$ cat config.mk
export PLATFORM = sky130hd
export DESIGN_NAME = cbct_div
export DESIGN_NICKNAME = d
export VERILOG_FILES = /design/src/cbct_pkg.sv /design/src/cbct_div.sv
export SDC_FILE = /design/constraint.sdc
export NUM_CORES = 2
export LEC_CHECK = 0
export BUFFER_PORTS_ARGS = -buffer_cell sky130_fd_sc_hd__buf_2
export CORE_MARGIN = 4
export CORE_UTILIZATION = 45
export DETAILED_ROUTE_END_ITERATION = 16
export GPL_TIMING_DRIVEN = 0
export MAX_ROUTING_LAYER = met4
export REMOVE_ABC_BUFFERS = 1
export SLEW_MARGIN = 20
export SYNTH_ARGS = -nofsm -noshare
export SYNTH_HDL_FRONTEND = slang
export SYNTH_SLANG_ARGS = --single-unit
$ cat constraint.sdc
create_clock -name clock -period 5.9 [get_ports clock]
set_input_delay 0.59 -clock clock [delete_from_list [all_inputs] [get_ports clock]]
set_output_delay 0.59 -clock clock [all_outputs]
set_load 0.02 [all_outputs]
$ cat src/cbct_pkg.sv
// ----------------------------------------------------------------------------
// cbct_pkg: shared types and constants of the circle/box contact test
// Holds the transfer structs of both channels and the step counts of the
// pipelined arithmetic units.
// ----------------------------------------------------------------------------
package cbct_pkg;

   localparam logic [1:0] KIND_CIRCLE = 2'd0;
   localparam logic [1:0] KIND_RECT   = 2'd1;
   localparam logic [1:0] KIND_POLY   = 2'd2;

   localparam logic signed [15:0] UNIT_Q14 = 16'sd16384;
   localparam logic [30:0]        DEPTH_MAX = 31'h7FFF_FFFF;

   // One root bit per stage for a 64-bit radicand.
   localparam int SQRT_STEPS = 32;
   // One quotient bit per stage; the normal magnitude never exceeds 2^14.
   localparam int DIV_STEPS  = 15;

   typedef struct packed {
      logic [1:0]          kind_a;
      logic [1:0]          kind_b;
      logic signed [31:0]  pos_a_x;
      logic signed [31:0]  pos_a_y;
      logic signed [31:0]  pos_b_x;
      logic signed [31:0]  pos_b_y;
      logic [30:0]         size_a_w;
      logic [30:0]         size_a_h;
      logic [30:0]         size_b_w;
      logic [30:0]         size_b_h;
   } req_type;

   typedef struct packed {
      logic                hit;
      logic signed [15:0]  normal_x;
      logic signed [15:0]  normal_y;
      logic signed [31:0]  start_x;
      logic signed [31:0]  start_y;
      logic signed [31:0]  end_x;
      logic signed [31:0]  end_y;
      logic [30:0]         depth;
   } rsp_type;

endpackage

$ cat src/cbct_div.sv
// ----------------------------------------------------------------------------
// cbct_div: pipelined restoring divider
// Computes floor(num * 2^14 / den) for quotients below 2^15, one quotient
// bit per stage.
// ----------------------------------------------------------------------------
module cbct_div (
   input  logic                           clock,
   input  logic                           reset,
   input  logic                           valid_in,
   input  logic [30:0]                    num,
   input  logic [31:0]                    den,
   output logic                           valid_out,
   output logic [cbct_pkg::DIV_STEPS-1:0] quo
);
   import cbct_pkg::*;

   localparam int REM_W = 31 + DIV_STEPS - 1;

   logic [DIV_STEPS-1:0] valid_ff;
   logic [REM_W-1:0]     rem_ff  [DIV_STEPS];
   logic [REM_W-1:0]     rem_in  [DIV_STEPS];
   logic [REM_W-1:0]     rem_cur [DIV_STEPS];
   logic [31:0]          den_ff  [DIV_STEPS];
   logic [31:0]          den_cur [DIV_STEPS];
   logic [DIV_STEPS-1:0] quo_ff  [DIV_STEPS];
   logic [DIV_STEPS-1:0] quo_in  [DIV_STEPS];
   logic [DIV_STEPS-1:0] quo_cur [DIV_STEPS];

   assign rem_cur[0] = {num, {(DIV_STEPS-1){1'b0}}};
   assign den_cur[0] = den;
   assign quo_cur[0] = '0;

   for (genvar g = 1; g < DIV_STEPS; g++) begin : g_link
      assign rem_cur[g] = rem_ff[g-1];
      assign den_cur[g] = den_ff[g-1];
      assign quo_cur[g] = quo_ff[g-1];
   end

   always_comb begin
      logic [REM_W:0] trial;
      for (int i = 0; i < DIV_STEPS; i++) begin
         trial = (REM_W+1)'(den_cur[i]) << (DIV_STEPS - 1 - i);
         if ({1'b0, rem_cur[i]} >= trial) begin
            rem_in[i] = rem_cur[i] - trial[REM_W-1:0];
            quo_in[i] = quo_cur[i] | (DIV_STEPS'(1) << (DIV_STEPS - 1 - i));
         end else begin
            rem_in[i] = rem_cur[i];
            quo_in[i] = quo_cur[i];
         end
      end
   end

   always_ff @(posedge clock) begin
      if (reset) begin
         valid_ff <= '0;
      end else begin
         valid_ff <= {valid_ff[DIV_STEPS-2:0], valid_in};
      end
   end

   always_ff @(posedge clock) begin
      for (int i = 0; i < DIV_STEPS; i++) begin
         rem_ff[i] <= rem_in[i];
         den_ff[i] <= den_cur[i];
         quo_ff[i] <= quo_in[i];
      end
   end

   assign valid_out = valid_ff[DIV_STEPS-1];
   assign quo       = quo_ff[DIV_STEPS-1];

endmodule

==> out/qor.yml <==
status:
  status: "completed"
placement:
  gp_congestion: 0.984
  dp_hpwl_microns: 100000
  placedCellCount: 7602
  place_ws_ns: 1.22
  io_buffers: 81
timing:
  fmax_ghz: 0.219
  fin_ws_ns: 1.34
  grt_setup_unrepaired: "no"
  timing.slew.headroom_pct: 25.7
  finClkSkew_ns: 0.0187
  setup_viol: 0
  hold_viol: 0
  layout_min_cycle_time_ns: 4.56
  slew_violations: 0
  finalCritPeriodShare_pct: 77.3
  tightest_slew_ns: 1.10
power:
  internal-power_uw: 21700
  finalPower_uw: 35100
  power_frac_clock_pct: 22.5
  powerDensity_nw_per_um2: 574
  p_leak_uw: 0.0277
  switching_share_pct: 38.2
  peakVddDrop_mv: 0.248
  p_seq_share_pct: 31.5
  p_comb_share_pct: 45.9
  p_sw_uw: 13400
worst_setup_path:
  slowest_delay_ns: 0.83
  critPathLaunchType: "flip-flop"
  crit_family: "compound AO/OA/AOI/OAI gates"
  crit_top_cell: "a21oi_1"
  critical_path_class: "reg -> reg"
  cp_max_fo: 21
  path_cells: "inv_1 -> fa_1 -> a211oi_1 -> o21ai_0 -> a21oi_1 -> a21oi_1 -> a311oi_1 -> a21oi_1 -> o21ai_0 -> a21oi_1 -> o22ai_4 -> buf_16 -> mux2_2"
  cpMaxStageDelayCell: "a311oi_1"
  critical_path_buf_inv_count: 2
  endpoint_kind: "flip-flop"
  cp.arrival_ns: 5.14
  critPathRequiredTime_ns: 6.48
global_route:
  grt_use_total_pct: 20.2
  grt_pass1_wl_microns: 204000
  grt.overflow.total: 0
  first_global_vias: 41601
  grt_start_max_net_pins: 64
  grt_antenna_before_repair: 0
yosys:
  ys_seq_area_share_pct: 40.9
  synth_flop_cell: "dfxtp_1"
  ys_warn_count: 0
  synth-edff-count: 0
  avgSynthCellArea_sq_um: 8.98
  async_flop_share_pct: 0
  synth_area_sq_um: 54300
  ys_types: 104
  synthCells: 6043
  ys_seq_elements: 1108
finish:
  drive_gt1_share_pct: 7.94
  final_nets: 6701
  insertedDiodeCount: 0
  final_util_pct: 51.0
  final_common_cell: "dfxtp_1"
  fillers: 11235
  final_cell_mix: "dfxtp_1 (1108), inv_1 (584), a21oi_1 (538), ha_1 (478), nand2_1 (431)"
  area_growth_pct: 12.6
  finalNonFillerCells: 7855
hold_path:
  hp-class: "in -> reg"
detailed_routing:
  drcViolationCount: 0
  vias: 40969
  dr.pass1.iters: 5
  wl_per_cell_microns: 16.0
  drt-total-wl_microns: 126000
  drtIter0Drc: 1682
  via_per_inst: 5.22
  drtAntennaViolNets: 0
floorplanning:
  die_x_microns: 355
  die_area_sq_um: 126000
  rows: 127
  die_h_microns: 355
  coreArea_sq_um: 120000
  initial_core_util_pct: 45.3
  io_pins: 82
clocking:
  ctsRootBufferMaster: "clkbuf_16"
  clk-insertion-delay-late_ns: 0.70
  postCtsSetupBuffers: 0
  htree_levels: 3
  cts_resized: 0
  clk_path_buf_depth: 3
  cts_buffers: 119
  clkTransAtPathRegs_ns: 0.06
  cts.sinks: 1108
  cts_tree: "yes"
job:
  max-cap-violations: 0
[per-layer routing]
layer | up-vias | global-route usage [%] | wire, microns
met5 | - | - | 0
met4 | 0 | 12.8 | 9100
met3 | 388 | 2.55 | 3430
met2 | 754 | 38.2 | 65400
met1 | 18576 | 19.5 | 47900
li1 | 21251 | - | -
[path summary, 6_finish.rpt]
check / to / slack, ns / from / cells past startpoint
hold reg to reg: quo_ff[0][87]$_DFF_P_ / 0.32 / quo_ff[0][72]$_DFF_P_ / 0
setup reg to reg: rem_ff[0][61]$_DFF_P_ / 1.34 / den_ff[0][0]$_DFF_P_ / 13
setup / recovery: rem_ff[0][61]$_DFF_P_ / 1.34 / den_ff[0][0]$_DFF_P_ / 13
hold / removal: valid_ff[0]$_SDFF_PP0_ / 0.13 / valid_in / 2
[synthesized netlist by cell type, types with 11 or more instances]
cell type / n / share of area, %
a21oi_1: 538 / 5.0
nand3_1: 111 / 1.0
a211oi_1: 45 / 0.62
o211ai_1: 29 / 0.40
nor4_1: 42 / 0.48
o21bai_1: 57 / 0.79
o2111ai_1: 11 / 0.18
a21o_1: 267 / 3.7
fa_1: 14 / 0.52
nor3_1: 72 / 0.66
nor2_1: 384 / 2.7
nand3b_1: 14 / 0.19
inv_1: 584 / 4.0
a31oi_1: 43 / 0.50
or3_1: 31 / 0.36
and2_1: 35 / 0.40
a211o_1: 17 / 0.27
or2_2: 12 / 0.14
ha_1: 478 / 11
o21ai_1: 12 / 0.11
and3_1: 49 / 0.56
mux2_2: 112 / 2.3
dfxtp_1: 1108 / 41
xor2_1: 209 / 3.4
o31a_1: 16 / 0.26
nor2b_1: 69 / 0.80
nand4_1: 84 / 0.97
o21ai_0: 389 / 3.6
a2111oi_0: 12 / 0.19
nand2_1: 431 / 3.0
a41oi_1: 12 / 0.19
o21a_1: 58 / 0.80
buf_2: 32 / 0.30
clkbuf_1: 101 / 0.70
o31ai_1: 35 / 0.48
nand2b_1: 62 / 0.71
xnor2_1: 250 / 4.0
[power by group through the flow]
stage	registers, uW	logic [uW]	clock network, uW
final	11100	16100	7910
after global routing	11300	18000	8440
after CTS	11000	16100	8140
after detailed placement	11200	16000	0
after global placement	11200	15800	0
after floorplan	10800	12500	0
[flip-flops by register name, indices dropped and copies added (netlist names)]
register,flops
valid_ff,15
rem_ff,525
den_ff,448
quo_ff,120
[what timing repair did]
action | CTS | global route
setup endpoints to repair | 0 | 0
hold buffers | 32 | 0
hold endpoints to repair | 32 | 0
[layout make-up]
type	instances	area (sq um)	area share (%)
Clock buffer	162	3460	5.66
Multi-Input combinational cell	4200	29400	48.0
Inverter	585	2200	3.59
Timing Repair Buffer	129	1070	1.75
Sequential cell	1108	22200	36.3
Clock inverter	59	833	1.36
Tap cell	1612	2020	3.30
[per-stage QoR]
stage	hold WS, ns	setup TNS [ns]	area (sq um)
2_1_floorplan	0.310	-0.104	53600
3_3_place_gp	0.311	-236.29	56000
3_5_place_dp	0.312	0	56500
4_1_cts	0.0605	0	61100
5_1_grt	0.0989	0	61100
6_report	0.126	0	61100
[kinds of logic after synthesis]
kind of cell               after synthesis  synth area share (%)
AOI/OAI and AO/OA                     1682                  19.7
and+or+nand+nor                       1449                  12.8
buffers and inverters                  735                  5.23
DFF                                   1108                  40.9
adders and majority gates              492                  11.5
muxes                                  118                  2.44
xor gates and xnor gates               459                  7.41
No activity file was read; power rests on OpenSTA's default activity.
