===== config.mk =====
export PLATFORM = sky130hd
export DESIGN_NAME = cbct_isqrt
export DESIGN_NICKNAME = d
export VERILOG_FILES = /design/src/cbct_pkg.sv /design/src/cbct_isqrt.sv
export SDC_FILE = /design/constraint.sdc
export NUM_CORES = 2
export LEC_CHECK = 0
export BUFFER_PORTS_ARGS = -buffer_cell sky130_fd_sc_hd__buf_2
export CORE_ASPECT_RATIO = 1.1
export CORE_MARGIN = 2
export CORE_UTILIZATION = 40
export DETAILED_ROUTE_END_ITERATION = 10
export GPL_TIMING_DRIVEN = 0
export RECOVER_POWER = 50
export SYNTH_ARGS = -nofsm -noshare
export SYNTH_HDL_FRONTEND = slang
export SYNTH_SLANG_ARGS = --single-unit

===== constraint.sdc =====
create_clock -name clock -period 3.5 [get_ports clock]
set_input_delay 0.525 -clock clock [delete_from_list [all_inputs] [get_ports clock]]
set_output_delay 0.525 -clock clock [all_outputs]
set_load 0.01 [all_outputs]

===== src/cbct_pkg.sv =====
// ----------------------------------------------------------------------------
// cbct_pkg: shared types and constants of the circle/box contact test
// Holds the transfer structs of both channels and the step counts of the
// pipelined arithmetic units.
// ----------------------------------------------------------------------------
package cbct_pkg;

   localparam logic [1:0] KIND_CIRCLE = 2'd0;
   localparam logic [1:0] KIND_RECT   = 2'd1;
   localparam logic [1:0] KIND_POLY   = 2'd2;

   localparam logic signed [15:0] UNIT_Q14 = 16'sd16384;
   localparam logic [30:0]        DEPTH_MAX = 31'h7FFF_FFFF;

   // One root bit per stage for a 64-bit radicand.
   localparam int SQRT_STEPS = 32;
   // One quotient bit per stage; the normal magnitude never exceeds 2^14.
   localparam int DIV_STEPS  = 15;

   typedef struct packed {
      logic [1:0]          kind_a;
      logic [1:0]          kind_b;
      logic signed [31:0]  pos_a_x;
      logic signed [31:0]  pos_a_y;
      logic signed [31:0]  pos_b_x;
      logic signed [31:0]  pos_b_y;
      logic [30:0]         size_a_w;
      logic [30:0]         size_a_h;
      logic [30:0]         size_b_w;
      logic [30:0]         size_b_h;
   } req_type;

   typedef struct packed {
      logic                hit;
      logic signed [15:0]  normal_x;
      logic signed [15:0]  normal_y;
      logic signed [31:0]  start_x;
      logic signed [31:0]  start_y;
      logic signed [31:0]  end_x;
      logic signed [31:0]  end_y;
      logic [30:0]         depth;
   } rsp_type;

endpackage


===== src/cbct_isqrt.sv =====
// ----------------------------------------------------------------------------
// cbct_isqrt: pipelined integer square root
// Floor square root of a 64-bit value, one result bit resolved per stage.
// ----------------------------------------------------------------------------
module cbct_isqrt (
   input  logic        clock,
   input  logic        reset,
   input  logic        valid_in,
   input  logic [63:0] radicand,
   output logic        valid_out,
   output logic [31:0] root
);
   import cbct_pkg::*;

   logic [SQRT_STEPS-1:0] valid_ff;
   logic [63:0] rem_ff  [SQRT_STEPS];
   logic [63:0] rem_in  [SQRT_STEPS];
   logic [63:0] rem_cur [SQRT_STEPS];
   logic [63:0] res_ff  [SQRT_STEPS];
   logic [63:0] res_in  [SQRT_STEPS];
   logic [63:0] res_cur [SQRT_STEPS];

   assign rem_cur[0] = radicand;
   assign res_cur[0] = '0;

   for (genvar g = 1; g < SQRT_STEPS; g++) begin : g_link
      assign rem_cur[g] = rem_ff[g-1];
      assign res_cur[g] = res_ff[g-1];
   end

   always_comb begin
      logic [63:0] trial_bit;
      logic [63:0] trial;
      for (int i = 0; i < SQRT_STEPS; i++) begin
         trial_bit = 64'd1 << (2 * (SQRT_STEPS - 1 - i));
         trial     = res_cur[i] + trial_bit;
         if (rem_cur[i] >= trial) begin
            rem_in[i] = rem_cur[i] - trial;
            res_in[i] = (res_cur[i] >> 1) + trial_bit;
         end else begin
            rem_in[i] = rem_cur[i];
            res_in[i] = res_cur[i] >> 1;
         end
      end
   end

   always_ff @(posedge clock) begin
      if (reset) begin
         valid_ff <= '0;
      end else begin
         valid_ff <= {valid_ff[SQRT_STEPS-2:0], valid_in};
      end
   end

   always_ff @(posedge clock) begin
      for (int i = 0; i < SQRT_STEPS; i++) begin
         rem_ff[i] <= rem_in[i];
         res_ff[i] <= res_in[i];
      end
   end

   assign valid_out = valid_ff[SQRT_STEPS-1];
   assign root      = res_ff[SQRT_STEPS-1][31:0];

endmodule


==> flow_metrics.env <==
export IMPL_clk_pin_slew_ns=0.06
export IMPL_crit_arrival_ns=4.37
export IMPL_finalHoldViolations=0
export IMPL_drc=0
export IMPL_endpoint_kind="register"
export IMPL_start_kind="register"
export IMPL_crit_type="register to register"
export IMPL_clkLatencyLatePin_ns=0.95
export IMPL_synth_simple_area_share_pct=15.6
export IMPL_utilization_pct=47.6
export IMPL_layout_drive_gt1_share_pct=10.9
export IMPL_design_area_um2=114000
export IMPL_ir_worst_vdd_mv=0.459
export IMPL_gr_usage_all_layers_pct=20.3
export IMPL_min_path_type="input port to register"
export IMPL_die_area_um2=245000
export IMPL_numCtsBuffers=277
export IMPL_grt_first_pass_wirelength_um=397000
export IMPL_antenna_found_initial=7
export IMPL_p_comb_share_pct=24.8
export IMPL_synth_seq_area_share_pct=52.9
export IMPL_crit_end="rem_ff[1][805]"
export IMPL_grt_max_degree=17
export IMPL_path_delay_family="simple AND/OR/NAND/NOR gates"
export IMPL_max_stage_delay_ns=0.58
export IMPL_syn_to_final_growth_pct=18.1
export IMPL_cp_startpoint="res_ff[1][723]"
export IMPL_pin_count=100
export IMPL_fin_skew_ns=0.103
export IMPL_synthXorXnorAreaFrac_pct=8.19
export IMPL_p_switching_uw=30100
export IMPL_setup_slack_ns=-0.0652
export IMPL_synth_edf_count=0
export IMPL_synth_warnings=0
export IMPL_power_density_nw_per_um2=824
export IMPL_drt_iter0_drc=4136
export IMPL_grt_ovfl_total=0
export IMPL_p_clk_share_pct=31.1
export IMPL_finalMaxSlewViolations=0
export IMPL_finalSetupViolations=7
export IMPL_grt_pass1_vias=70300
export IMPL_multiInputGateArea_um2=44400
export IMPL_dieWidth_um=472
export IMPL_reg2reg_slack_ns=-0.07
export IMPL_tightest_slew_ns=1.08
export IMPL_drt_total_wl_um=256000
export IMPL_relSlewSlack_pct=27.3
export IMPL_cp_buffers_inverters=5
export IMPL_fmax_mhz=280
export IMPL_yosysMostFrequentCell="dfxtp_1"
export IMPL_p_leak_uw=0.0509
export IMPL_worstPathMaxFanout=6
export IMPL_post_drt_wl_per_cell_um=19.0
export IMPL_synth_cells=9692
export IMPL_synth_common_cells="dfxtp_1, nor2_1, a21oi_1"
export IMPL_die_height_um=519
export IMPL_yosys_top_cells_area="dfxtp_1, ha_1, xnor2_1"
export IMPL_rows=188
export IMPL_finalCriticalPeriod_ns=3.57
export IMPL_cts_tree="built"
export IMPL_critPathRequiredTime_ns=4.31
export IMPL_placed_area_um2=101000
export IMPL_period_share_pct=102
export IMPL_drt_vias_per_instance=5.20
export IMPL_antenna_left=0
export IMPL_drv_cap=0
export IMPL_syn_nets=10300
export IMPL_p_int_uw=63600
export IMPL_synth_compound_area_share_pct=11.6
export IMPL_clk_path_buf_depth=4
export IMPL_dp_cells=12900
export IMPL_vias=70200
export IMPL_synth_top_family_by_area="simple AND/OR/NAND/NOR gates"
export IMPL_synth_area_per_cell_um2=9.94
export IMPL_rsz0062_at_grt="yes"
export IMPL_numPortBuffers=99
export IMPL_seqCellArea_um2=50900
export IMPL_clkSinkCount=2544
export IMPL_core_um2=239000
export IMPL_synth_seq_cells=2544
export IMPL_netlist_cell_type_count=93
export IMPL_fill_cells=22200
export IMPL_ctsRootBufferMaster="clkbuf_16"
export IMPL_synth_mux_area_share_pct=1.04
export IMPL_p_total_uw=93700
export IMPL_initial_core_util_pct=40.3
export IMPL_r2r_start="res_ff[1][723]"
export IMPL_cts_htree_levels=5
export IMPL_detailed_place_hpwl_um=200000
export IMPL_tns_ns=-0.192
export IMPL_syn_area_um2=96300
export IMPL_synth_main_ff_cell="dfxtp_1"
export IMPL_outcome="finished with violations"
export IMPL_netlist_area_leader_share_pct=52.9
export IMPL_switching_share_pct=32.1
export IMPL_num_nets_final=10800
export IMPL_violations="setup timing"
export IMPL_seqPwrFrac_pct=44.1
export IMPL_regToRegEndpoint="rem_ff[1][805]"
export IMPL_final_cells=13500
export IMPL_synth_largest_area_cell="dfxtp_1"
export IMPL_reg2regPathDepth=15
export IMPL_crit_path_top_delay_cell="nor4_4"
export IMPL_cp_cell_sequence="inv_1 > ha_4 > nand4_1 > nor2_2 > nand4_1 > nor4_4 > or4_4 > nor4_4 > o31a_1 > buf_12 > buf_4 > buf_6 > buf_4 > or3b_2 > xnor2_1"
export IMPL_drt_pre_antenna_iters=6
export IMPL_synthAdderAreaFrac_pct=7.25
export IMPL_gp_congestion=0.913
export IMPL_cp_depth=15
export IMPL_synthArstFlopShare_pct=0
-- how the worst min path moves through the flow --
stage,from,endpoint,cells past startpoint
2_1_floorplan,rem_ff[0][429],rem_ff[0][493],0
4_1_cts,radicand[46],rem_ff[0][46],2
6_report,radicand[46],rem_ff[0][46],2
5_1_grt,radicand[49],rem_ff[0][49],2
3_3_place_gp,rem_ff[1][146],rem_ff[1][210],0
3_5_place_dp,rem_ff[0][427],rem_ff[0][491],0
-- metal layers --
metal | part of all wire [%] | track usage, %
met1 | 44 | 25.3
met2 | 50 | 36.0
met3 | 4.0 | 2.86
met4 | 2.7 | 6.15
met5 | 0.0039 | 0
-- through the flow --
| step | hold slack (ns) | setup WS [ns] |
|---|---|---|
| after global placement | 0.331 | -1.51 |
| after detailed placement | 0.331 | -1.47 |
| final | 0.211 | -0.0652 |
| after global routing | 0.186 | -0.173 |
| after floorplan | 0.322 | 0.186 |
| after CTS | 0.143 | -0.0110 |
-- cells in the final DEF, fill, tap and decap left out, types with 68 or more instances in the layout --
master     Yosys  routed
nor2_1       719     704
buf_2          6      68
a21oi_1      697     666
xnor2_1      538     533
nand2b_1     132     131
o21ai_0      365     338
mux2_2        81      81
nand2_1      558     549
nand3_1      182     168
nand4_1      174     174
dfxtp_1     2544    2537
inv_1        691     689
nor2b_1      110     108
nor3_1       241     209
o21a_1        90      90
ha_1         558     510
clkbuf_16      0     283
xor2_1       362     360
clkbuf_1     176     154
or3_1         90      85
buf_4          3      83
a21o_1       239     239
nor4_1       339     292
-- flip-flops by register name, indices dropped and copies added, names as in the netlist --
name and cells:
rem_ff 1984, valid_ff 32, res_ff 528
-- layout make-up --
class,instances,share of cell area (%)
plain buffers,151,0.689
inverters,692,2.29
clock buffers,376,6.99
multi-input cells,6259,39.1
diodes,4,0.00880
well taps,3135,3.45
flip-flops and latches,2544,44.8
clock inverters,93,1.10
repair buffers,248,1.60
-- what timing repair did --
item | 4_1_cts | 5_1_grt
endpoints found under the hold margin | 67 | 0
setup buffers | 37 | 43
endpoints found under the setup margin | 831 | 594
pin swaps | 40 | 71
hold buffers | 67 | 0
resized for setup | 311 | 302
gates cloned | 2 | 0
-- kinds of logic (layout without fill, tap and decap cells) --
logic type	Yosys count	count (layout)
mux	90	90
other cells	0	4
simple gates	2904	2905
fa+ha+maj	558	558
buf+inv	890	1560
compound gates	1806	1806
flops	2544	2544
xor+xnor	900	900
-- power groups by stage --
stage	Clock, uW	Combinational (uW)	Sequential (uW)
global route	31100	25700	42000
finish	29100	23200	41300
detailed placement	0	21800	41800
global placement	0	21700	41700
CTS	29800	22500	41200
floorplan	0	17000	39200
(Power assumes the default switching activity.)
